<file path="src/design/wsdf_pkg.sv">
// types and constants of the websocket frame deframer
package wsdf_pkg;

    localparam int unsigned BYTE_W   = 8;
    localparam int unsigned LEN_W    = 16;
    localparam int unsigned KEY_W    = 32;
    localparam int unsigned INDEX_W  = 17;
    localparam int unsigned STATUS_W = 3;

    localparam logic [INDEX_W-1:0] INDEX_MAX = {INDEX_W{1'b1}};

    localparam logic [BYTE_W-1:0] FIN_MASK    = 8'h80;
    localparam logic [3:0]        OPC_BINARY  = 4'h2;
    localparam logic [3:0]        OPC_CLOSE   = 4'h8;
    localparam logic [6:0]        LEN_EXT16   = 7'd126;
    localparam logic [6:0]        LEN_EXT64   = 7'd127;

    typedef enum logic [STATUS_W-1:0] {
        ST_PENDING  = 3'd0,
        ST_ACCEPT   = 3'd1,
        ST_NOTFIN   = 3'd2,
        ST_NOTBIN   = 3'd3,
        ST_CLOSE    = 3'd4,
        ST_LEN64    = 3'd5,
        ST_MISMATCH = 3'd6
    } status_t;

    typedef enum logic [9:0] {
        PH_HDR0 = 10'b00_0000_0001,
        PH_HDR1 = 10'b00_0000_0010,
        PH_EXT0 = 10'b00_0000_0100,
        PH_EXT1 = 10'b00_0000_1000,
        PH_KEY0 = 10'b00_0001_0000,
        PH_KEY1 = 10'b00_0010_0000,
        PH_KEY2 = 10'b00_0100_0000,
        PH_KEY3 = 10'b00_1000_0000,
        PH_DATA = 10'b01_0000_0000,
        PH_DROP = 10'b10_0000_0000
    } phase_t;

endpackage

</file>
<file path="src/design/websocket_frame_deframer.sv">
// websocket frame deframer: header parse, mask key capture and payload unmasking
// output: each accepted input word gives a registered result word on the m_ side in the next cycle
// throughput: one word per cycle; the single output register is refilled in the
// same cycle it is drained, so s_tready only drops while a result waits unread
// reset: aresetn low (synchronous) returns the parser to await a first header byte
// with length, key, payload count and verdict cleared, and empties the output register
module websocket_frame_deframer
    import wsdf_pkg::*;
(
    input  logic        aclk,
    input  logic        aresetn,
    // input stream
    input  logic        s_tvalid,
    output logic        s_tready,
    input  logic [7:0]  s_tdata,   // [7:0] in_byte
    input  logic        s_tlast,   // last_of_read
    // result stream
    output logic        m_tvalid,
    input  logic        m_tready,
    output logic [15:0] m_tdata,   // [7:0] out_byte, [10:8] status, [15:11] zero
    output logic        m_tuser,   // byte_valid
    output logic        m_tlast    // frame_done
);

    // parser state
    phase_t              phase_reg, phase_next;
    logic [LEN_W-1:0]    length_reg, length_next;
    logic [KEY_W-1:0]    key_reg, key_next;
    logic [INDEX_W-1:0]  index_reg, index_next;
    status_t             verdict_reg, verdict_next;

    // result register
    logic                m_valid_reg;
    logic [BYTE_W-1:0]   ob_reg;
    logic                bv_reg;
    logic                done_reg;
    status_t             status_reg;

    // combinational result of the word being accepted
    logic [BYTE_W-1:0]   ob_next;
    logic                bv_next;
    status_t             status_next;
    logic [BYTE_W-1:0]   key_byte;
    logic                accept;

    // the output register is free when empty or being drained this cycle
    assign s_tready = !m_valid_reg || m_tready;
    assign accept   = s_tvalid && s_tready;

    // key byte for the current payload position, first key byte first
    always_comb begin
        unique case (index_reg[1:0])
            2'd0: key_byte = key_reg[31:24];
            2'd1: key_byte = key_reg[23:16];
            2'd2: key_byte = key_reg[15:8];
            2'd3: key_byte = key_reg[7:0];
        endcase
    end

    always_comb begin
        phase_next   = phase_reg;
        length_next  = length_reg;
        key_next     = key_reg;
        index_next   = index_reg;
        verdict_next = verdict_reg;
        ob_next      = '0;
        bv_next      = 1'b0;
        status_next  = ST_PENDING;

        unique case (phase_reg)
            PH_HDR0: begin
                // fin clear, then close, then anything not binary
                if ((s_tdata & FIN_MASK) == '0) begin
                    verdict_next = ST_NOTFIN;
                    phase_next   = PH_DROP;
                end else if (s_tdata[3:0] == OPC_CLOSE) begin
                    verdict_next = ST_CLOSE;
                    phase_next   = PH_DROP;
                end else if (s_tdata[3:0] != OPC_BINARY) begin
                    verdict_next = ST_NOTBIN;
                    phase_next   = PH_DROP;
                end else begin
                    phase_next = PH_HDR1;
                end
            end
            PH_HDR1: begin
                // mask bit is ignored, a key is always taken
                if (s_tdata[6:0] == LEN_EXT64) begin
                    verdict_next = ST_LEN64;
                    phase_next   = PH_DROP;
                end else if (s_tdata[6:0] == LEN_EXT16) begin
                    phase_next = PH_EXT0;
                end else begin
                    length_next = {{(LEN_W-7){1'b0}}, s_tdata[6:0]};
                    phase_next  = PH_KEY0;
                end
            end
            PH_EXT0: begin
                length_next = {s_tdata, {BYTE_W{1'b0}}};
                phase_next  = PH_EXT1;
            end
            PH_EXT1: begin
                length_next = {length_reg[LEN_W-1:BYTE_W], s_tdata};
                phase_next  = PH_KEY0;
            end
            PH_KEY0: begin
                key_next   = {key_reg[KEY_W-BYTE_W-1:0], s_tdata};
                phase_next = PH_KEY1;
            end
            PH_KEY1: begin
                key_next   = {key_reg[KEY_W-BYTE_W-1:0], s_tdata};
                phase_next = PH_KEY2;
            end
            PH_KEY2: begin
                key_next   = {key_reg[KEY_W-BYTE_W-1:0], s_tdata};
                phase_next = PH_KEY3;
            end
            PH_KEY3: begin
                key_next   = {key_reg[KEY_W-BYTE_W-1:0], s_tdata};
                phase_next = PH_DATA;
            end
            PH_DATA: begin
                ob_next = s_tdata ^ key_byte;
                bv_next = 1'b1;
                // payload count saturates at its top value
                if (index_reg != INDEX_MAX) begin
                    index_next = index_reg + 1'b1;
                end
            end
            PH_DROP: begin
                // rejected frame, swallow until the chunk ends
            end
            default: begin
                phase_next = PH_HDR0;
            end
        endcase

        // chunk end: report the verdict and return to the reset state
        if (s_tlast) begin
            priority if (verdict_next != ST_PENDING) begin
                status_next = verdict_next;
            end else if (phase_next == PH_DATA &&
                         index_next == {{(INDEX_W-LEN_W){1'b0}}, length_next}) begin
                status_next = ST_ACCEPT;
            end else begin
                // also covers a header cut short before the last key byte
                status_next = ST_MISMATCH;
            end
            phase_next   = PH_HDR0;
            length_next  = '0;
            key_next     = '0;
            index_next   = '0;
            verdict_next = ST_PENDING;
        end
    end

    always_ff @(posedge aclk) begin
        if (!aresetn) begin
            phase_reg   <= PH_HDR0;
            length_reg  <= '0;
            key_reg     <= '0;
            index_reg   <= '0;
            verdict_reg <= ST_PENDING;
            m_valid_reg <= 1'b0;
        end else begin
            if (accept) begin
                phase_reg   <= phase_next;
                length_reg  <= length_next;
                key_reg     <= key_next;
                index_reg   <= index_next;
                verdict_reg <= verdict_next;
                m_valid_reg <= 1'b1;
            end else if (m_tready) begin
                m_valid_reg <= 1'b0;
            end
        end
    end

    // result payload, loaded with every accepted word
    always_ff @(posedge aclk) begin
        if (accept) begin
            ob_reg     <= ob_next;
            bv_reg     <= bv_next;
            done_reg   <= s_tlast;
            status_reg <= status_next;
        end
    end

    assign m_tvalid = m_valid_reg;
    assign m_tdata  = {{(16-BYTE_W-STATUS_W){1'b0}}, status_reg, ob_reg};
    assign m_tuser  = bv_reg;
    assign m_tlast  = done_reg;

endmodule

</file>
<file path="config.mk">
export PLATFORM = sky130hd
export DESIGN_NAME = websocket_frame_deframer
export DESIGN_NICKNAME = d
export VERILOG_FILES = /design/src/design/wsdf_pkg.sv /design/src/design/websocket_frame_deframer.sv
export SDC_FILE = /design/constraint.sdc
export NUM_CORES = 1
export LEC_CHECK = 0
export BUFFER_PORTS_ARGS = -buffer_cell sky130_fd_sc_hd__buf_4
export CELL_PAD_IN_SITES_DETAIL_PLACEMENT = 0
export CELL_PAD_IN_SITES_GLOBAL_PLACEMENT = 1
export CORE_ASPECT_RATIO = 1.2
export CORE_MARGIN = 2
export CORE_UTILIZATION = 30
export CTS_BUF_LIST = sky130_fd_sc_hd__clkbuf_8
export DETAILED_ROUTE_END_ITERATION = 8
export PLACE_DENSITY = 0.55
export RECOVER_POWER = 100
export SLEW_MARGIN = 20
export SYNTH_ARGS = -nofsm -noshare
export SYNTH_HDL_FRONTEND = slang
export SYNTH_SLANG_ARGS = --single-unit
</file>
<file path="constraint.sdc">
create_clock -name aclk -period 3.2 [get_ports aclk]
set_clock_uncertainty 0.05 [all_clocks]
set_input_delay 0.64 -clock aclk [delete_from_list [all_inputs] [get_ports aclk]]
set_output_delay 0.64 -clock aclk [all_outputs]
set_load 0.05 [all_outputs]
</file>
=== Word-level counts from Yosys, hierarchy flattened ===
Cells that the tools add are included.

* Muxes and demuxes: 28
* Reductions and logical operators: 12
* Bitwise logic cells: 1
* Add/sub/neg operators: 1
* Equality and inequality tests: 20

{| class="wikitable"
|+ Operators by type and width
! cell !! number
|-
| one-hot mux 10 bit (9 select lines) || 1
|-
| two-way mux 32 bit || 2
|-
| two-way mux 17 bit || 3
|-
| two-way mux 10 bit || 5
|-
| two-way mux 16 bit || 3
|-
| one-hot mux 16 bit (3 select lines) || 1
|-
| one-hot mux 8 bit (4 select lines) || 1
|-
| two-way mux 3 bit || 7
|-
| equality test 10 x 9 -> 1 bit, second input constant || 2
|-
| adder 17 x 1 -> 17 bit, second input constant || 1
|-
| equality test 17 x 16 -> 1 bit || 1
|-
| != test 17 bit, second input constant || 1
|-
| equality test 7 bit, second input constant || 2
|-
| equality test 10 x 1 -> 1 bit, second input constant || 1
|-
| equality test 10 bit, second input constant || 1
|-
| equality test 10 x 2 -> 1 bit, second input constant || 1
|-
| equality test 10 x 3 -> 1 bit, second input constant || 1
|-
| equality test 10 x 4 -> 1 bit, second input constant || 1
|-
| equality test 10 x 5 -> 1 bit, second input constant || 1
|-
| equality test 10 x 6 -> 1 bit, second input constant || 1
|-
| equality test 10 x 7 -> 1 bit, second input constant || 1
|-
| equality test 10 x 8 -> 1 bit, second input constant || 1
|-
| zero test 8 bit || 1
|-
| XOR 8 bit || 1
|-
| 16 further kinds || 21
|}

* Output and inout bits: 20
* Flip-flop bits (word level): 92

=== Logic depth before layout (Yosys ltp) ===
Gate-level depths: netlist (run 1).

* Depth after elaboration: 9
* Depth in mapped cells: 12

=== Worst setup path after synthesis (run 1) ===
OpenSTA, ideal clock, no wires.

* Path type: input to register
* From: in s_tdata[6]
* To: reg status_reg[1] (data pin)
* Buffers on the path: 2
* Data arrival time: 2.759 ns
* Library setup time: 0.256 ns
* Data required time: 2.894 ns
* Path slack: 0.135 ns
* Cell stages on the path: 11
* Cell sequence: buf_2 > nand4_1 > o211ai_1 > or3_1 > buf_6 > a22oi_4 > xnor3_1 > nor4b_1 > and4_1 > o2111ai_2 > a22o_1

* Cells in the longest elaborated chain, start to end: 8
* Elaborated cells between the ends (all ways): 16
* Classes of those cells: eq/ne (4); mux (10); reduce/logical (2)

{| class="wikitable"
|+ RTL lines
! element !! RTL line !! text
|-
| start: declaration || websocket_frame_deframer.sv:15 || <nowiki>input logic [7:0] s_tdata,</nowiki>
|-
| equality test 7 bit || websocket_frame_deframer.sv:91 || <nowiki>end else if (s_tdata[6:0] == LEN_EXT16) begin</nowiki>
|-
| two-way mux 5 bit or two-way mux 16 bit (tied branches) || websocket_frame_deframer.sv:91 ||
|-
| two-way mux 10 bit or two-way mux 16 bit (tied branches) || websocket_frame_deframer.sv:88 || <nowiki>if (s_tdata[6:0] == LEN_EXT64) begin</nowiki>
|-
| one-hot mux 10 bit (9 select lines) or one-hot mux 16 bit (3 select lines) (tied branches) || websocket_frame_deframer.sv:70 || <nowiki>unique case (phase_reg)</nowiki>
|-
| equality test 10 x 9 -> 1 bit or equality test 17 x 16 -> 1 bit (tied branches) || websocket_frame_deframer.sv:142, websocket_frame_deframer.sv:143 ||
|-
| logical AND 1 bit || websocket_frame_deframer.sv:142 || <nowiki>end else if (phase_next == PH_DATA &&</nowiki>
|-
| two-way mux 3 bit || websocket_frame_deframer.sv:142 ||
|-
| two-way mux 3 bit * || websocket_frame_deframer.sv:140 || <nowiki>priority if (verdict_next != ST_PENDING) begin</nowiki>
|-
| end signal: assignment || websocket_frame_deframer.sv:185 || <nowiki>status_reg <= status_next;</nowiki>
|-
| end: declaration || websocket_frame_deframer.sv:37 || <nowiki>status_t status_reg;</nowiki>
|}

Every way passes the cells marked *; elsewhere a longest branch is shown, timed or not.
A chain may end at the register's enable or synchronous reset.

=== Final worst setup path (run 1) ===
* From: reg phase_reg[7]
* To: reg status_reg[2] (data pin)

* Cells in the longest elaborated chain, start to end: 7
* Elaborated cells between the ends (all ways): 21
* Classes of those cells: eq/ne (12); mux (6); reduce/logical (3)

{| class="wikitable"
|+ RTL lines
! element !! RTL line !! text
|-
| start: declaration || websocket_frame_deframer.sv:26 || <nowiki>phase_t phase_reg, phase_next;</nowiki>
|-
| start signal: assignment || websocket_frame_deframer.sv:167 || <nowiki>phase_reg <= phase_next;</nowiki>
|-
| equality test 10 x 9 -> 1 bit or equality test 10 bit (tied branches) || websocket_frame_deframer.sv:70 ||
|-
| OR reduction 2 bit (no source line) || n/a ||
|-
| one-hot mux 10 bit (9 select lines) || websocket_frame_deframer.sv:70 ||
|-
| equality test 10 x 9 -> 1 bit || websocket_frame_deframer.sv:142 ||
|-
| logical AND 1 bit || websocket_frame_deframer.sv:142 ||
|-
| two-way mux 3 bit || websocket_frame_deframer.sv:142 ||
|-
| two-way mux 3 bit * || websocket_frame_deframer.sv:140 ||
|}

Marked as above.

==> results of run 1 <==
==> where the power goes <==
part | total (uW) | leakage [uW] | internal, uW | switching [uW]
sequential | 1190 | 0.000769 | 1180 | 6.12
combinational | 245 | 0.00139 | 73.3 | 172
clock | 728 | 0.0000779 | 277 | 450
total | 2160 | 0.00224 | 1530 | 628
==> path summary, 6_finish.rpt <==
| check | from | to | slack [ns] |
|---|---|---|---|
| min | s_tvalid | m_tvalid | 0.47 |
| min reg2reg | length_reg[11] | length_reg[11] | 0.48 |
| max | phase_reg[7] | status_reg[2] | 0.09 |
| max reg2reg | phase_reg[7] | status_reg[2] | 0.09 |
==> area by class of cell <==
type / instances / area [sq um] / area share [%]
Clock inverter: 7 / 43.79 / 0.6790
Tap cell: 220 / 275.3 / 4.268
Timing Repair Buffer: 115 / 829.5 / 12.86
Sequential cell: 92 / 1977 / 30.65
Clock buffer: 9 / 123.9 / 1.920
Multi-Input combinational cell: 464 / 3126 / 48.46
Inverter: 20 / 75.07 / 1.164
==> routing by layer <==
layer  vias to the layer above  track usage (%)
met3                        32            2.252
li1                       2407                -
met5                         -                0
met4                         0            8.500
met1                      2443            21.97
met2                       119            36.28
==> per-stage QoR <==
| stage | util (%) | setup WS, ns | TNS (ns) |
|---|---|---|---|
| after floorplan | - | 0.1347 | 0 |
| after global placement | 35.47 | -0.03104 | -0.06190 |
| after detailed placement | 35.47 | -0.1319 | -0.2526 |
| after CTS | 36.86 | 0.009963 | 0 |
| after global routing | 37.12 | -0.05696 | -0.1101 |
| final | 37.12 | 0.08885 | 0 |
==> repair_timing <==
action,CTS,global route
endpoints found under the setup margin,3,3
setup buffers,3,4
hold endpoints to repair,0,0
resized for setup,7,16
gates cloned,1,0
pin swaps,3,4
==> worst max-delay path, cell delays in order (launching register included) <==
cell and delay, ns:
dfxtp_2 0.35, nor4_4 0.29, buf_6 0.18, nand4_4 0.18
or4b_4 0.63, xnor2_4 0.21, xnor2_1 0.11, nor4b_2 0.27
and4_1 0.23, o2111ai_2 0.15, a22o_1 0.22
==> kinds of logic after synthesis <==
group	count (synthesis)	share of synthesized area, %
AND/OR/NAND/NOR	247	26.17
adder cells (fa/ha/maj)	4	0.9457
buffers and inverters	74	6.052
XOR/XNOR	33	5.863
AO/OA/AOI/OAI	170	22.86
multiplexers	4	0.7801
flip-flops	92	37.26
other	1	0.07085
==> placed cells by master (no fill, tap or decap), types with 15 or more instances in the layout <==
cell,instances
dfxtp_1,75
nand2_1,46
a22oi_1,53
xnor2_1,21
o21ai_0,40
nand3_1,15
nor2_1,33
nor2b_1,65
clkbuf_1,16
inv_1,20
buf_4,94
==> reports/summary.txt, run 1 <==
outcome - complete, but fails checks
failing checks - capacitance limit, slew limit
met2 WL post-DR - 9427 microns
EDFF count, synth - 13
CP required - 3.28 ns
Root Buffer - clkbuf_8
Synth warnings - 0
Max Slew Vio Count - 26
DIE AREA - 18720 sq um
CTS Buf Count - 9
input/output buffers - 27
1st-pass router iterations - 5
maxcap violations - 1
Inserted Diodes - 0
Max Fclk - 0.3214 GHz
worst-case clock buffer depth - 2
final setup fails - 0
min cycle time layout - 3.111 ns
Fin Hold WS - 0.4736 ns
routed vias/inst - 5.395
Post-DRT Antenna Nets - 0
measured slew at the worst slew-check pin - 1.589 ns
largest area contributor in the netlist - dfxtp_1
top-count cell post-synth - dfxtp_1
FF-to-FF path depth - 10
DIE HEIGHT - 149.5 microns
Yosys reg bits - 92
routed len/inst - 19.29 microns
1st-iter DRT viols - 295
Placer Congestion - 0.9247
Crit Path Max Fanout - 5
I/O pin total - 33
Final Hold Fails - 0
synthesized area - 5293 sq um
GRT Total Usage - 19.32%
grt total ovfl - 0
post-DP HPWL - 12880 microns
dominant synthesized flop cell - dfxtp_1
Worst Hold Class - in2reg
hold_buf cts - 0
post-synthesis instance total - 625
Min-Delay Path Depth - 3
M1 WL - 7367 microns
Final Net Count - 719
Rows - 53
sequential share of the synthesized area - 37.26%
Layout Cells excl Fill - 927
CTS tree - done
crit share post-route - 97.22%
vias in the first global route - 5012
Final Cell Area - 6450 sq um
Initial Util - 30.46%
synthesis-to-layout area growth - 21.87%
fillcell total - 1843
Netlist cell types - 62
Inst Count DP - 903
max layer used - met4
Placeable Area - 17370 sq um
RSZ-0062 raised after global routing - true
clk slew on worst S/H paths - 0.09 ns
DRC viols - 0
Slew HR - -5.943%
Power Total - 2163 uW
first-pass GRT wire length - 27920 microns
layout cells sized above 1 - 20.37%
crit path launch type - register
top cells by count, synth - dfxtp_1, nor2b_1, a22oi_1, nand2_1, o21ai_0
asr flop ratio synth - 0%
Leakage - 0.002238 uW
synth top area cells - dfxtp_1, nor2b_1, a22oi_1
metal3 WL - 587 microns
initial antenna violation count - 0
synthesized area per cell - 8.468 sq um
clk_lat worst skew - 0.38 ns
Die Wd - 125.3 microns
post-synth top area share - 29.88%
Largest register FFs - 32
CTS H-tree depth - 3
Peak VDD IR - 0.2090 mV
Cell Area, Placed - 6163 sq um
largest net degree at the start of global routing - 80
via count - 5001
total wire length - 17880 microns
critical path endpoint category - register
CP arrival - 3.20 ns
CP Class - reg2reg
Cell Pwr Density - 335.4 nW/um^2
clk sink count - 92
No activity file was read; power rests on OpenSTA's default activity.
==> inputs of run 2 (changes only) <==
--- a/config.mk
+++ b/config.mk
@@ -15,6 +15,7 @@
 export DETAILED_ROUTE_END_ITERATION = 8
 export PLACE_DENSITY = 0.55
 export RECOVER_POWER = 100
+export REMOVE_ABC_BUFFERS = 1
 export SLEW_MARGIN = 20
 export SYNTH_ARGS = -nofsm -noshare
 export SYNTH_HDL_FRONTEND = slang
==> run 2 against run 1 <==
Critical path type unchanged. Utilization rose by 0.35 points. The run still ends with capacitance limit, slew limit left. Non-clock buffer count shrank 14. Count of clock-buffer cells in the layout stayed put.
==> reports/summary.txt, run 2 (synthesis results as in run 1) <==
Setup WS pre-CTS - -0.06618 ns
Cell Pwr Density - 362.4 nW/um^2
Final WS setup - 0.08092 ns
via count - 4885
Final Hold Fails - 0
Power Total - 2359 uW
Initial Util - 30.46%
Fin Hold WS - 0.4776 ns
Slew HR - -7.116%
Largest register FFs - 32
critical path endpoint category - register
worst hold start - s_tvalid
failing checks - capacitance limit, slew limit
crit share post-route - 97.47%
commonest cells after routing, fill and taps aside - buf_4, dfxtp_1, nor2b_1
DRC viols - 0
Min-Delay Path Depth - 3
leading cell type in the layout, fill and taps excluded - buf_4
input/output buffers - 27
synthesis-to-layout area growth - 23.00%
CTS Buf Count - 9
CP Class - reg2reg
CP required - 3.28 ns
flop2flop setup slack - 0.08 ns
Leakage - 0.002263 uW
Worst Hold Class - in2reg
worst-case clock buffer depth - 2
initial antenna violation count - 0
total wire length - 17260 microns
maxcap violations - 1
post-DP HPWL - 12080 microns
Post-DRT Antenna Nets - 0
first-pass GRT wire length - 26780 microns
clk_lat worst skew - 0.38 ns
Final Net Count - 704
measured slew at the worst slew-check pin - 1.607 ns
Max Slew Vio Count - 26
hold_buf cts - 0
Hold Path Sink - m_tvalid
Root Buffer - clkbuf_8
RSZ-0062 raised after global routing - true
grt total ovfl - 0
vias in the first global route - 4697
Rows - 53
DIE HEIGHT - 149.5 microns
Peak VDD IR - 0.2110 mV
Max Fclk - 0.3206 GHz
clk sink count - 92
CTS tree - done
clk slew on worst S/H paths - 0.11 ns
final setup fails - 0
1st-pass router iterations - 5
CTS H-tree depth - 3
Placeable Area - 17370 sq um
DIE AREA - 18720 sq um
1st-iter DRT viols - 363
GRT Total Usage - 18.42%
footprint of the multi-input gates - 3192 sq um
FF+latch area - 1983 sq um
CP arrival - 3.20 ns
I/O pin total - 33
largest net degree at the start of global routing - 80
crit path launch type - register
routed len/inst - 18.92 microns
Die Wd - 125.3 microns
outcome - complete, but fails checks
Placer Congestion - 0.8700
min cycle time layout - 3.119 ns
Reg2Reg Capture Point - status_reg[1]
layout cells sized above 1 - 23.12%
FF-to-FF path depth - 10
Crit Path Max Fanout - 6
Inserted Diodes - 0
fillcell total - 1809
routed vias/inst - 5.356
Worst R2R Start - phase_reg[4]
-- run 2: changes by cell type in the layout (fill, tap and decap cells not counted), sizes merged, moves of 2 or more --
cell and change:
bufinv +2, clkinvlp -2, clkbuf -15, clkinv -3, inv +3
-- run 2: layout make-up --
cell class,count,area share [%]
inverters,20,1.153
repair buffers,101,11.67
clock inverters,7,1.557
flip-flops and latches,92,30.46
multi-input cells,463,49.03
clock buffers,9,1.903
well taps,220,4.228
-- run 2: power by group --
part | switching, uW | internal, uW | total, uW
clock | 472 | 449 | 921
sequential | 5.81 | 1180 | 1190
combinational | 169 | 79.0 | 248
-- run 2: what timing repair did --
action,CTS,global route
setup buffers,1,4
pin swaps,1,17
setup endpoints to repair,2,3
resized for setup,5,39
-- run 2: layer usage --
layer | up-vias | part of all wire [%] | global-route usage [%]
met1 | 2382 | 45 | 23.69
met3 | 16 | 3.6 | 3.504
li1 | 2387 | - | -
met2 | 100 | 49 | 31.96
met5 | - | 0 | 0
met4 | 0 | 1.6 | 4.500
-- run 2: worst max-delay path by stage --
stage                       startpoint            end  slack [ns]  cells past startpoint
after floorplan               m_tready     key_reg[0]       -0.95                      7
after global placement      s_tdata[5]  status_reg[2]       -0.04                     11
after detailed placement  phase_reg[4]  status_reg[1]       -0.07                     11
after CTS                 phase_reg[4]  status_reg[0]       0.006                      9
after global routing      index_reg[1]  status_reg[1]       -0.11                     13
final                     phase_reg[4]  status_reg[1]        0.08                     10
-- run 2: through the flow --
step / utilization, % / TNS [ns] / std cells / instance area, sq um
floorplan: - / -35.24 / 575 / 5062
global route: 37.47 / -0.1863 / 912 / 6510
global placement: 34.88 / -0.07354 / 891 / 6061
CTS: 36.36 / 0 / 908 / 6317
detailed placement: 34.88 / -0.1299 / 891 / 6061
finish: 37.47 / 0 / 912 / 6510
-- run 2: critical path, cell delays in order (launching register included) --
cell and delay (ns):
dfxtp_2 0.35, nor4_4 0.37, nand4_4 0.25, buf_6 0.19, or4_4 0.51, nor2_4 0.13, and3_4 0.21, xor2_4 0.19
xor2_1 0.20, o2111ai_2 0.19, a22o_1 0.23
